### src/design/clld_pkg.sv
// ----------------------------------------------------------------------------
// clld_pkg
// Shared types and constants of the code length list decoder.
// ----------------------------------------------------------------------------
package clld_pkg;

    localparam int MAX_ENTRIES = 32;
    localparam logic [5:0] SIZE_LIMIT = 6'((MAX_ENTRIES < 32) ? MAX_ENTRIES : 32);

    localparam logic [2:0] MAX_FIELD_BITS = 3'd5;
    localparam logic [2:0] LEN_BITS       = 3'd3;
    localparam logic [2:0] ZRUN_BITS      = 3'd2;
    localparam logic [2:0] LEN_ESCAPE     = 3'd7;
    localparam logic [3:0] UNARY_MAX      = 4'd13;

    localparam logic [1:0] REG_TABLE_SIZE    = 2'd0;
    localparam logic [1:0] REG_COUNT_BITS    = 2'd1;
    localparam logic [1:0] REG_SPECIAL_INDEX = 2'd2;

    typedef enum logic [6:0] {
        PH_IDLE  = 7'b0000001,
        PH_COUNT = 7'b0000010,
        PH_CODE  = 7'b0000100,
        PH_LEN   = 7'b0001000,
        PH_UNARY = 7'b0010000,
        PH_ZRUN  = 7'b0100000,
        PH_FILL  = 7'b1000000
    } phase_t;

    // effective configuration seen by the parser
    typedef struct packed {
        logic [5:0]        size;
        logic [2:0]        bits;
        logic signed [5:0] special;
    } cfg_t;

    typedef struct packed {
        logic       last;
        logic [4:0] single_code;
        logic       single_mode;
        logic [4:0] entry_length;
        logic [4:0] entry_index;
    } result_t;

endpackage

### src/design/clld_parse.sv
// ----------------------------------------------------------------------------
// clld_parse
// Bit-serial field parser and zero fill sequencer, at most one entry per cycle while out_space is high.
// ----------------------------------------------------------------------------
module clld_parse (
    input  logic             aclk,
    input  logic             aresetn,
    input  clld_pkg::cfg_t   cfg,
    input  logic             in_valid,
    output logic             in_ready,
    input  logic             in_bit,
    input  logic             in_start,
    input  logic             out_space,
    output logic             res_valid,
    output clld_pkg::result_t res
);
    import clld_pkg::*;

    phase_t     phase_reg, phase_next;
    phase_t     after_reg, after_next;
    logic [4:0] fs_reg, fs_next;
    logic [2:0] br_reg, br_next;
    logic [5:0] ni_reg, ni_next;
    logic [5:0] ec_reg, ec_next;
    logic [4:0] acc_reg, acc_next;
    logic [3:0] ones_reg, ones_next;
    logic [5:0] end_reg, end_next;
    logic       fsingle_reg, fsingle_next;
    logic [4:0] fcode_reg, fcode_next;

    phase_t     st_phase;
    logic [4:0] st_fs;
    logic [2:0] st_br;
    logic [5:0] st_ni;
    logic [5:0] st_ec;
    logic [4:0] st_acc;
    logic [3:0] st_ones;
    logic [4:0] shifted;
    logic [2:0] br_dec;
    logic       fdone;
    logic [5:0] ni_plus;
    logic [5:0] ni_reg_plus;
    logic [5:0] zr_sum;
    logic [5:0] zr_end;
    logic       do_finish;
    logic [4:0] fin_len;
    logic       accept;

    assign in_ready = (phase_reg != PH_FILL) && out_space;
    assign accept   = in_valid && in_ready;

    always_comb begin
        phase_next   = phase_reg;
        after_next   = after_reg;
        fs_next      = fs_reg;
        br_next      = br_reg;
        ni_next      = ni_reg;
        ec_next      = ec_reg;
        acc_next     = acc_reg;
        ones_next    = ones_reg;
        end_next     = end_reg;
        fsingle_next = fsingle_reg;
        fcode_next   = fcode_reg;
        res_valid    = 1'b0;
        res          = '0;
        do_finish    = 1'b0;
        fin_len      = '0;

        st_phase = in_start ? PH_COUNT : phase_reg;
        st_fs    = in_start ? 5'd0 : fs_reg;
        st_br    = in_start ? cfg.bits : br_reg;
        st_ni    = in_start ? 6'd0 : ni_reg;
        st_ec    = in_start ? 6'd0 : ec_reg;
        st_acc   = in_start ? 5'd0 : acc_reg;
        st_ones  = in_start ? 4'd0 : ones_reg;

        shifted     = {st_fs[3:0], in_bit};
        br_dec      = (st_br != 3'd0) ? st_br - 3'd1 : 3'd0;
        fdone       = (br_dec == 3'd0);
        ni_plus     = st_ni + 6'd1;
        ni_reg_plus = ni_reg + 6'd1;
        zr_sum      = st_ni + {4'd0, shifted[1:0]};
        zr_end      = (zr_sum > cfg.size) ? cfg.size : zr_sum;
        if (zr_end >= st_ec) begin
            zr_end = cfg.size;
        end

        if (phase_reg == PH_FILL) begin
            if (out_space) begin
                res_valid        = 1'b1;
                res.entry_index  = ni_reg[4:0];
                res.single_mode  = fsingle_reg;
                res.single_code  = fcode_reg;
                res.last         = (ni_reg_plus >= cfg.size);
                ni_next          = ni_reg_plus;
                if (ni_reg_plus == end_reg) begin
                    phase_next = after_reg;
                end
            end
        end else if (accept) begin
            phase_next = st_phase;
            fs_next    = st_fs;
            br_next    = st_br;
            ni_next    = st_ni;
            ec_next    = st_ec;
            acc_next   = st_acc;
            ones_next  = st_ones;
            case (st_phase)
                PH_COUNT: begin
                    fs_next = shifted;
                    br_next = br_dec;
                    if (fdone) begin
                        if (shifted == 5'd0) begin
                            phase_next = PH_CODE;
                            fs_next    = 5'd0;
                            br_next    = cfg.bits;
                        end else begin
                            ec_next    = ({1'b0, shifted} > cfg.size) ? cfg.size
                                                                      : {1'b0, shifted};
                            phase_next = PH_LEN;
                            fs_next    = 5'd0;
                            br_next    = LEN_BITS;
                        end
                    end
                end
                PH_CODE: begin
                    fs_next = shifted;
                    br_next = br_dec;
                    if (fdone) begin
                        phase_next   = PH_FILL;
                        end_next     = cfg.size;
                        after_next   = PH_IDLE;
                        fsingle_next = 1'b1;
                        fcode_next   = shifted;
                    end
                end
                PH_LEN: begin
                    fs_next = shifted;
                    br_next = br_dec;
                    if (fdone) begin
                        acc_next  = {2'd0, shifted[2:0]};
                        ones_next = 4'd0;
                        if (shifted[2:0] == LEN_ESCAPE) begin
                            phase_next = PH_UNARY;
                        end else begin
                            do_finish = 1'b1;
                            fin_len   = {2'd0, shifted[2:0]};
                        end
                    end
                end
                PH_UNARY: begin
                    if (st_ones < UNARY_MAX && in_bit) begin
                        ones_next = st_ones + 4'd1;
                        acc_next  = st_acc + 5'd1;
                    end else begin
                        do_finish = 1'b1;
                        fin_len   = st_acc;
                    end
                end
                PH_ZRUN: begin
                    fs_next = shifted;
                    br_next = br_dec;
                    if (fdone) begin
                        fs_next = 5'd0;
                        br_next = LEN_BITS;
                        if (zr_end > st_ni) begin
                            phase_next   = PH_FILL;
                            end_next     = zr_end;
                            after_next   = (zr_end == cfg.size) ? PH_IDLE : PH_LEN;
                            fsingle_next = 1'b0;
                            fcode_next   = 5'd0;
                        end else begin
                            phase_next = PH_LEN;
                        end
                    end
                end
                default: begin
                    phase_next = PH_IDLE;
                end
            endcase

            if (do_finish) begin
                res_valid        = 1'b1;
                res.entry_index  = st_ni[4:0];
                res.entry_length = fin_len;
                res.last         = (ni_plus >= cfg.size);
                ni_next          = ni_plus;
                if (ni_plus >= cfg.size) begin
                    phase_next = PH_IDLE;
                end else if (!cfg.special[5] && ni_plus == cfg.special) begin
                    phase_next = PH_ZRUN;
                    fs_next    = 5'd0;
                    br_next    = ZRUN_BITS;
                end else if (ni_plus >= st_ec) begin
                    phase_next   = PH_FILL;
                    end_next     = cfg.size;
                    after_next   = PH_IDLE;
                    fsingle_next = 1'b0;
                    fcode_next   = 5'd0;
                end else begin
                    phase_next = PH_LEN;
                    fs_next    = 5'd0;
                    br_next    = LEN_BITS;
                end
            end
        end
    end

    always_ff @(posedge aclk) begin
        if (!aresetn) begin
            phase_reg <= PH_IDLE;
            after_reg <= PH_IDLE;
            fs_reg    <= '0;
            br_reg    <= '0;
            ni_reg    <= '0;
            ec_reg    <= '0;
            acc_reg   <= '0;
            ones_reg  <= '0;
            end_reg   <= '0;
        end else begin
            phase_reg <= phase_next;
            after_reg <= after_next;
            fs_reg    <= fs_next;
            br_reg    <= br_next;
            ni_reg    <= ni_next;
            ec_reg    <= ec_next;
            acc_reg   <= acc_next;
            ones_reg  <= ones_next;
            end_reg   <= end_next;
        end
    end

    always_ff @(posedge aclk) begin
        fsingle_reg <= fsingle_next;
        fcode_reg   <= fcode_next;
    end

endmodule

### src/design/clld_out_buf.sv
// ----------------------------------------------------------------------------
// clld_out_buf
// Two-entry output buffer between the parser and the result stream.
// ----------------------------------------------------------------------------
module clld_out_buf (
    input  logic              aclk,
    input  logic              aresetn,
    input  logic              push,
    input  clld_pkg::result_t push_data,
    output logic              space,
    output logic              m_valid,
    input  logic              m_ready,
    output clld_pkg::result_t m_data
);
    import clld_pkg::*;

    localparam logic [1:0] DEPTH = 2'd2;

    result_t    mem_reg [2];
    logic [1:0] count_reg, count_next;
    logic       wr_ptr_reg, rd_ptr_reg;
    logic       pop;

    assign space   = (count_reg != DEPTH);
    assign m_valid = (count_reg != 2'd0);
    assign m_data  = mem_reg[rd_ptr_reg];
    assign pop     = m_valid && m_ready;

    always_comb begin
        count_next = count_reg;
        if (push && !pop) begin
            count_next = count_reg + 2'd1;
        end else if (pop && !push) begin
            count_next = count_reg - 2'd1;
        end
    end

    always_ff @(posedge aclk) begin
        if (!aresetn) begin
            count_reg  <= '0;
            wr_ptr_reg <= 1'b0;
            rd_ptr_reg <= 1'b0;
        end else begin
            count_reg <= count_next;
            if (push) begin
                wr_ptr_reg <= ~wr_ptr_reg;
            end
            if (pop) begin
                rd_ptr_reg <= ~rd_ptr_reg;
            end
        end
    end

    always_ff @(posedge aclk) begin
        if (push) begin
            mem_reg[wr_ptr_reg] <= push_data;
        end
    end

endmodule

### src/design/code_length_list_decoder.sv
// ----------------------------------------------------------------------------
// code_length_list_decoder
// Decodes a list of code lengths from a bit stream, one entry per beat out.
// ----------------------------------------------------------------------------
// The block takes one stream bit per cycle and, once a length field is
// complete, writes the table entry into a two-entry output buffer in the same
// cycle, so the buffer registers hold a result once the bit that ends it is
// taken. Zero fill runs (constant code tables, zero-run fields, the tail after
// the last coded entry) go out one entry per cycle from the fill sequencer,
// while the buffer has space, and the input is held off until the run is done.
// Input is also held while the output buffer is full.
module code_length_list_decoder (
    input  logic        aclk,
    input  logic        aresetn,
    input  logic        s_tvalid,
    output logic        s_tready,
    input  logic [7:0]  s_tdata,   // [0] bit_value
    input  logic        s_tuser,   // [0] start_req
    output logic        m_tvalid,
    input  logic        m_tready,
    output logic [15:0] m_tdata,   // [4:0] entry_index, [9:5] entry_length,
                                   // [14:10] single_code
    output logic        m_tuser,   // [0] single_mode
    output logic        m_tlast,
    input  logic        cfg_wr_en,
    input  logic [1:0]  cfg_index,
    input  logic [5:0]  cfg_wdata
);
    import clld_pkg::*;

    logic [5:0] table_size_reg;
    logic [2:0] count_bits_reg;
    logic [5:0] special_index_reg;
    cfg_t       cfg;
    logic       space;
    logic       res_valid;
    result_t    res;
    result_t    out_data;

    always_ff @(posedge aclk) begin
        if (!aresetn) begin
            table_size_reg    <= 6'd19;
            count_bits_reg    <= 3'd5;
            special_index_reg <= 6'd3;
        end else if (cfg_wr_en) begin
            case (cfg_index)
                REG_TABLE_SIZE:    table_size_reg    <= cfg_wdata;
                REG_COUNT_BITS:    count_bits_reg    <= cfg_wdata[2:0];
                REG_SPECIAL_INDEX: special_index_reg <= cfg_wdata;
                default: ;
            endcase
        end
    end

    always_comb begin
        cfg.size = table_size_reg;
        if (table_size_reg == 6'd0) begin
            cfg.size = 6'd1;
        end else if (table_size_reg > SIZE_LIMIT) begin
            cfg.size = SIZE_LIMIT;
        end
        cfg.bits = count_bits_reg;
        if (count_bits_reg == 3'd0) begin
            cfg.bits = 3'd1;
        end else if (count_bits_reg > MAX_FIELD_BITS) begin
            cfg.bits = MAX_FIELD_BITS;
        end
        cfg.special = special_index_reg;
    end

    clld_parse u_parse (
        .aclk      (aclk),
        .aresetn   (aresetn),
        .cfg       (cfg),
        .in_valid  (s_tvalid),
        .in_ready  (s_tready),
        .in_bit    (s_tdata[0]),
        .in_start  (s_tuser),
        .out_space (space),
        .res_valid (res_valid),
        .res       (res)
    );

    clld_out_buf u_out_buf (
        .aclk      (aclk),
        .aresetn   (aresetn),
        .push      (res_valid),
        .push_data (res),
        .space     (space),
        .m_valid   (m_tvalid),
        .m_ready   (m_tready),
        .m_data    (out_data)
    );

    assign m_tdata = {1'b0, out_data.single_code, out_data.entry_length,
                      out_data.entry_index};
    assign m_tuser = out_data.single_mode;
    assign m_tlast = out_data.last;

endmodule

### config.mk
export PLATFORM = sky130hd
export DESIGN_NAME = code_length_list_decoder
export DESIGN_NICKNAME = d
export VERILOG_FILES = /design/src/design/clld_pkg.sv /design/src/design/clld_parse.sv /design/src/design/clld_out_buf.sv /design/src/design/code_length_list_decoder.sv
export SDC_FILE = /design/constraint.sdc
export NUM_CORES = 1
export LEC_CHECK = 0
export ABC_AREA = 1
export BUFFER_PORTS_ARGS = -buffer_cell sky130_fd_sc_hd__buf_2
export CAP_MARGIN = 20
export CORE_UTILIZATION = 27
export DETAILED_ROUTE_END_ITERATION = 12
export PLACE_DENSITY_LB_ADDON = 0.05
export SLEW_MARGIN = 30
export SYNTH_ARGS = -nofsm -noshare
export SYNTH_HDL_FRONTEND = slang
export SYNTH_SLANG_ARGS = --single-unit
### constraint.sdc
create_clock -name aclk -period 12.3 [get_ports aclk]
set_input_delay 0.615 -clock aclk [delete_from_list [all_inputs] [get_ports aclk]]
set_output_delay 0.615 -clock aclk [all_outputs]
set_load 0.01 [all_outputs]
# After elaboration in Yosys (flattened, before gate mapping)

Memory sizes are Yosys's and may differ from the RTL's. A register that Yosys moved wholly into a read port is not among the register bits.
Index checks and enable logic that the tools add are counted.

Order comparisons: 10
Reduce and logical (&&, ||, !) cells: 27
Muxes and demuxes: 121
Add/sub/neg operators: 8
Eq/ne operators: 16
Bitwise gates (word level): 3

Operator list:

| cell                                                                   | number |
|---|---|
| 7-bit 2-to-1 mux                                                       | 23 |
| 6-bit 2-to-1 mux                                                       | 22 |
| 5-bit 2-to-1 mux                                                       | 21 |
| 5-bit one-hot mux with 2 select lines                                  | 4 |
| 3-bit 2-to-1 mux                                                       | 12 |
| 7-bit one-hot mux with 5 select lines                                  | 1 |
| 6-bit greater-or-equal comparator                                      | 4 |
| 1-bit 2-to-1 mux                                                       | 23 |
| 10-bit 2-to-1 mux                                                      | 2 |
| 4-bit 2-to-1 mux                                                       | 5 |
| 6-bit equality test                                                    | 3 |
| 7-bit one-hot mux with 2 select lines                                  | 1 |
| 6-bit by 1-bit adder with 6-bit output (second input constant)         | 2 |
| 6-bit > comparator                                                     | 2 |
| 6-bit one-hot mux with 2 select lines                                  | 1 |
| 2-bit AND reduction                                                    | 5 |
| 3-bit one-hot mux with 3 select lines                                  | 1 |
| 4-bit one-hot mux with 2 select lines                                  | 1 |
| 7-bit by 2-bit equality test with 1-bit output (second input constant) | 1 |
| 7-bit by 3-bit equality test with 1-bit output (second input constant) | 1 |
| 7-bit by 4-bit equality test with 1-bit output (second input constant) | 1 |
| 7-bit by 5-bit equality test with 1-bit output (second input constant) | 1 |
| 7-bit by 6-bit equality test with 1-bit output (second input constant) | 1 |
| 7-bit equality test (second input constant)                            | 1 |
| 29 further kinds                                                       | 46 |

Output and inout bits: 20
Bits in registers: 74
RAM bits: 34
Memories: 1

Memory list:

| memory            | depth | bits a word | read ports | clocked after memory_dff | write ports | RTL line           | RTL |
|---|---|---|---|---|---|---|---|
| u_out_buf.mem_reg | 2     | 17          | 1          | 1                        | 1           | clld_out_buf.sv:19 | `result_t mem_reg [2];` |

# Logic depth before layout (Yosys ltp)

Depth in word-level cells: 18
Gate-level depth with buffers: 46

# Modules after synthesis

A second synthesis with hierarchy kept.

Cell total of the unflattened synthesis: 1082
Area total of the unflattened synthesis: 7877.6 um^2

By module, submodules not included:

| module                   | cells each | times used | area each (um^2) | seq. area each (um^2) |
|---|---|---|---|---|
| clld_parse               | 891        | 1          | 5664.2           | 1141.1 |
| clld_out_buf             | 89         | 1          | 1516.5           | 1121.1 |
| code_length_list_decoder | 102        | 1          | 696.9            | 300.3 |

# Worst setup path before layout

No wires, ideal clock.

Kind: input port to flip-flop
Start point: in s_tuser
End point: reg u_parse.fcode_reg[3] (data pin)
Setup slack: 6600 ps
Data required time: 12047 ps
Stages on the path: 43
Arrival: 5447 ps
Buffers on the path: 4
Setup time: 253 ps
Cells stage by stage: buf_6 > inv_4 > buf_4 > nand3_1 > inv_1 > nor2_1 > ha_1 > inv_1 > nand2_1 > nand3_1 > xnor2_1 > inv_1 > ha_1 > nand2_1 > nor2_1 > nand3_1 > nand2_1 > clkbuf_1 > [7 not listed] > a21oi_4 > clkbuf_1 > o21a_1 > inv_1 > ha_1 > nand2_1 > nor2_1 > nand2_1 > inv_1 > nand2_1 > nand2_2 > nand2_4 > nand2_2 > nand2_1 > nand2_1 > nor2_1 > a21oi_1 > inv_1

Longest elaborated chain between the ends: 14
Elaborated cells between the ends (all ways): 42
Classes of those cells: 3 x add/sub; 6 x order compare; 6 x eq/ne; 23 x mux; 4 x reduce/logical

RTL lines:

| item                                                 | RTL line                           | RTL |
|---|---|---|
| start, declared                                      | code_length_list_decoder.sv:18     | `input logic s_tuser,` |
| 6-bit 2-to-1 mux or 5-bit 2-to-1 mux (tied branches) | clld_parse.sv:72, clld_parse.sv:70 |  |
| 6-bit by 2-bit adder with 6-bit output               | clld_parse.sv:82                   | `zr_sum = st_ni + {4'd0, shifted[1:0]};` |
| 6-bit > comparator                                   | clld_parse.sv:83                   | `zr_end = (zr_sum > cfg.size) ? cfg.size : zr_sum;` |
| 6-bit 2-to-1 mux                                     | clld_parse.sv:83                   |  |
| 6-bit greater-or-equal comparator                    | clld_parse.sv:84                   | `if (zr_end >= st_ec) begin` |
| 6-bit 2-to-1 mux                                     | clld_parse.sv:84                   |  |
| 6-bit > comparator                                   | clld_parse.sv:166                  | `if (zr_end > st_ni) begin` |
| 5-bit 2-to-1 mux                                     | clld_parse.sv:166                  |  |
| 5-bit 2-to-1 mux                                     | clld_parse.sv:163                  | `if (fdone) begin` |
| 5-bit one-hot mux with 2 select lines                | clld_parse.sv:108                  | `case (st_phase)` |
| 5-bit 2-to-1 mux                                     | clld_parse.sv:194                  | `end else if (ni_plus >= st_ec) begin` |
| 5-bit 2-to-1 mux                                     | clld_parse.sv:190                  | `end else if (!cfg.special[5] && ni_plus == cfg.special) begin` |
| 5-bit 2-to-1 mux                                     | clld_parse.sv:188                  | `if (ni_plus >= cfg.size) begin` |
| 5-bit 2-to-1 mux *                                   | clld_parse.sv:182                  | `if (do_finish) begin` |
| end signal, assigned                                 | clld_parse.sv:235                  | `fcode_reg <= fcode_next;` |
| end, declared                                        | clld_parse.sv:29                   | `logic [4:0] fcode_reg, fcode_next;` |

Every way passes the cells marked *; elsewhere a longest branch is shown, timed or not. The select of a mux whose other input is x is not followed.
A chain may end at the register's enable or synchronous reset.

# Worst setup path after layout

Same ends and word-level chain as after synthesis.

==> flow_summary.toml <==
[clocking]
cts_root_buf = "clkbuf_16"
htree_levels = 3
cts_resized = 0
cts_setup_buffers = 0
path_clk_slew_ns = 0.08
cts_buffers = 9
hold_buffers = 0
cts_sinks = 108
clockBufferDepth = 2
cts_tree = "built"
clock_latency_ns = 0.38

[routing]
drt_wl_total_um = 24140
wl_per_cell_um = 16.79
num_vias = 6740
dr.pass1.iters = 5
viasPerCell = 4.687
drt_iter0_markers = 402
ant_nets = 0
route.detailed.drc = 0

[final_layout]
largest_reg_flops = 34
final_cell_mix = "nand2_1 (209), inv_1 (162), nor2_1 (88)"
fin_nets = 1134
layout_commonest_cell = "nand2_1"
drive_gt1_share_pct = 11.44
final_area_um2 = 8419
utilization_pct = 30.98
final_cells = 1438
antenna_cells = 0
area_delta_synth_final_pct = 11.41

[placement]
numPortBuffers = 33
dpl.hpwl_um = 17980
gp_congestion = 0.8018
place_inst = 1422
dpl_worst_slack_ns = 4.471
dpl-instance-area_um2 = 8099

[worst_setup_path]
arrival_ns = 7.69
cp_max_fo = 27
crit_slowest_cell = "a21oi_1"
cpMostUsedCell = "nand2_1"
r2r_slack_ns = 5.16
worst_path_largest_cell_delay_ns = 0.46
crit_path_end_kind = "flop"
required_ns = 12.54
setup.worst_path.start_class = "primary input"
critPathKind = "primary input to flop"

[global_route]
grt_max_degree = 42
grt_pass1_wl_um = 38320
antenna_found_initial = 0
grt_pass1_vias = 6587
globalRouteOverflowTotal = 0
grtUsageTotal_pct = 17.64

[sta]
setup_ws_ns = 4.853
fmax_ghz = 0.1343
hold_violations = 0
finalSetupViolations = 0
slew_headroom_pct = 42.85
fin_setup_tns_ns = 0
skew_ns = 0.01911
rsz0062_at_grt = "no"
worstMarginPinSlew_ns = 0.8573
maxSlewViolCount = 0
post-route-period-util_pct = 60.54
min_period_ns = 7.447
holdWs_ns = 0.4373

[pwr]
p_per_area_nw_per_um2 = 132.2
internal_power_mw = 0.6783
pwr-share-seq_pct = 36.9
power_frac_clock_pct = 29.4
switchingPower_mw = 0.4347
leakage_nw = 3.761
netSwitchingFraction_pct = 39.06
pwr-share-comb_pct = 33.7
power.total_mw = 1.113
vdd_drop_max_mv = 0.07322

[run]
drv_cap = 0

[logic_synthesis]
synth_seq_cells = 108
syn_nets = 1113
syn_avg_cell_area_um2 = 7.267
synth_cells = 1040
yosysSeqAreaShare_pct = 33.91
synthesis.area_um2 = 7557
synth-warning-count = 0
synth_cell_types = 57

[floorplanning]
dieArea_um2 = 28660
io_pins = 42
die_w_um = 169.3
rows = 60
core_um2 = 27180
die_h_um = 169.3
start_util_pct = 27.81

[outcome]
outcome = "complete, no violations"

[worst_hold_path]
hp-class = "flop to flop"
power groups by stage:
stage	clock network (mW)	registers [mW]	logic, mW
floorplan	0	0.409	0.285
global placement	0	0.420	0.379
detailed placement	0	0.420	0.378
CTS	0.338	0.412	0.380
global route	0.351	0.415	0.431
finish	0.327	0.411	0.375
per-layer routing:
layer	part of all wire [%]	global-route usage, %
met5	0	0
met4	1.4	4.113
met3	2.8	2.146
met2	44	28.56
met1	52	24.85
synthesized netlist by cell type, drive strengths merged:
| cell | n | area (µm²) |
|---|---|---|
| xor2 | 8 | 77.58 |
| and3 | 2 | 12.51 |
| nand2 | 220 | 863.3 |
| xnor2 | 3 | 33.79 |
| o21a | 11 | 82.58 |
| a2111oi | 1 | 8.760 |
| nor3 | 15 | 91.34 |
| o21ai | 64 | 324.1 |
| o22ai | 7 | 43.79 |
| nor2 | 99 | 414.2 |
| a211oi | 5 | 37.54 |
| a22o | 2 | 17.52 |
| edfxtp | 40 | 1201 |
| mux2 | 17 | 191.4 |
| inv | 171 | 644.4 |
| a21boi | 1 | 7.510 |
| buf | 15 | 90.08 |
| a21oi | 87 | 469.2 |
| a41oi | 1 | 8.760 |
| clkbuf | 16 | 60.06 |
| o2111ai | 1 | 8.760 |
| clkinv | 1 | 3.750 |
| nand3 | 58 | 315.3 |
| a21o | 2 | 15.01 |
| o221ai | 3 | 26.28 |
| nor4 | 1 | 6.260 |
| conb | 1 | 3.750 |
| o211a | 1 | 10.01 |
| a22oi | 7 | 52.55 |
| a221oi | 7 | 61.31 |
| dfxtp | 68 | 1361 |
| nand4 | 27 | 181.4 |
| ha | 51 | 638.1 |
| o211ai | 17 | 127.6 |
| a311o | 1 | 10.01 |
| or2 | 4 | 25.03 |
| a31oi | 5 | 31.28 |
worst max-delay path: cells and delay by family:
family,cells,cell delay [ns]
AO/OA/AOI/OAI,7,2.02
adder cells (fa/ha/maj),4,1.18
buffers and inverters,8,1.36
AND/OR/NAND/NOR,20,2.46
final timing paths:
kind / endpoint / from / depth (start not counted)
max reg2reg: u_parse.fcode_reg[3]$_DFFE_PP_ / u_parse.ni_reg[0]$_SDFFE_PN0P_ / 36
min reg2reg: u_parse.ec_reg[5]$_SDFFE_PN0P_ / u_parse.ec_reg[5]$_SDFFE_PN0P_ / 2
max: u_parse.fcode_reg[3]$_DFFE_PP_ / s_tuser / 39
min: u_parse.ec_reg[5]$_SDFFE_PN0P_ / u_parse.ec_reg[5]$_SDFFE_PN0P_ / 2
area by class of cell:
class                   instances  area, µm²
clock buffers                   9      225.2
clock inverters                 7      95.09
fillers                      3044      18760
inverters                     172      648.1
multi-input cells             729       4198
flip-flops and latches        108       2562
well taps                     372      465.4
repair buffers                 41      225.2
cells by family (layout without fill, tap and decap cells):
| logic type | after synthesis | in the layout | synth area share [%] |
|---|---|---|---|
| other | 1 | 1 | 0.04962 |
| adder cells (fa/ha/maj) | 51 | 51 | 8.444 |
| AO/OA/AOI/OAI | 223 | 223 | 17.77 |
| AND/OR/NAND/NOR | 426 | 426 | 25.26 |
| buffers and inverters | 203 | 229 | 10.56 |
| multiplexers | 17 | 17 | 2.533 |
| XOR/XNOR | 11 | 11 | 1.474 |
| flip-flops | 108 | 108 | 33.91 |
Power figures use the tool's default switching activity.
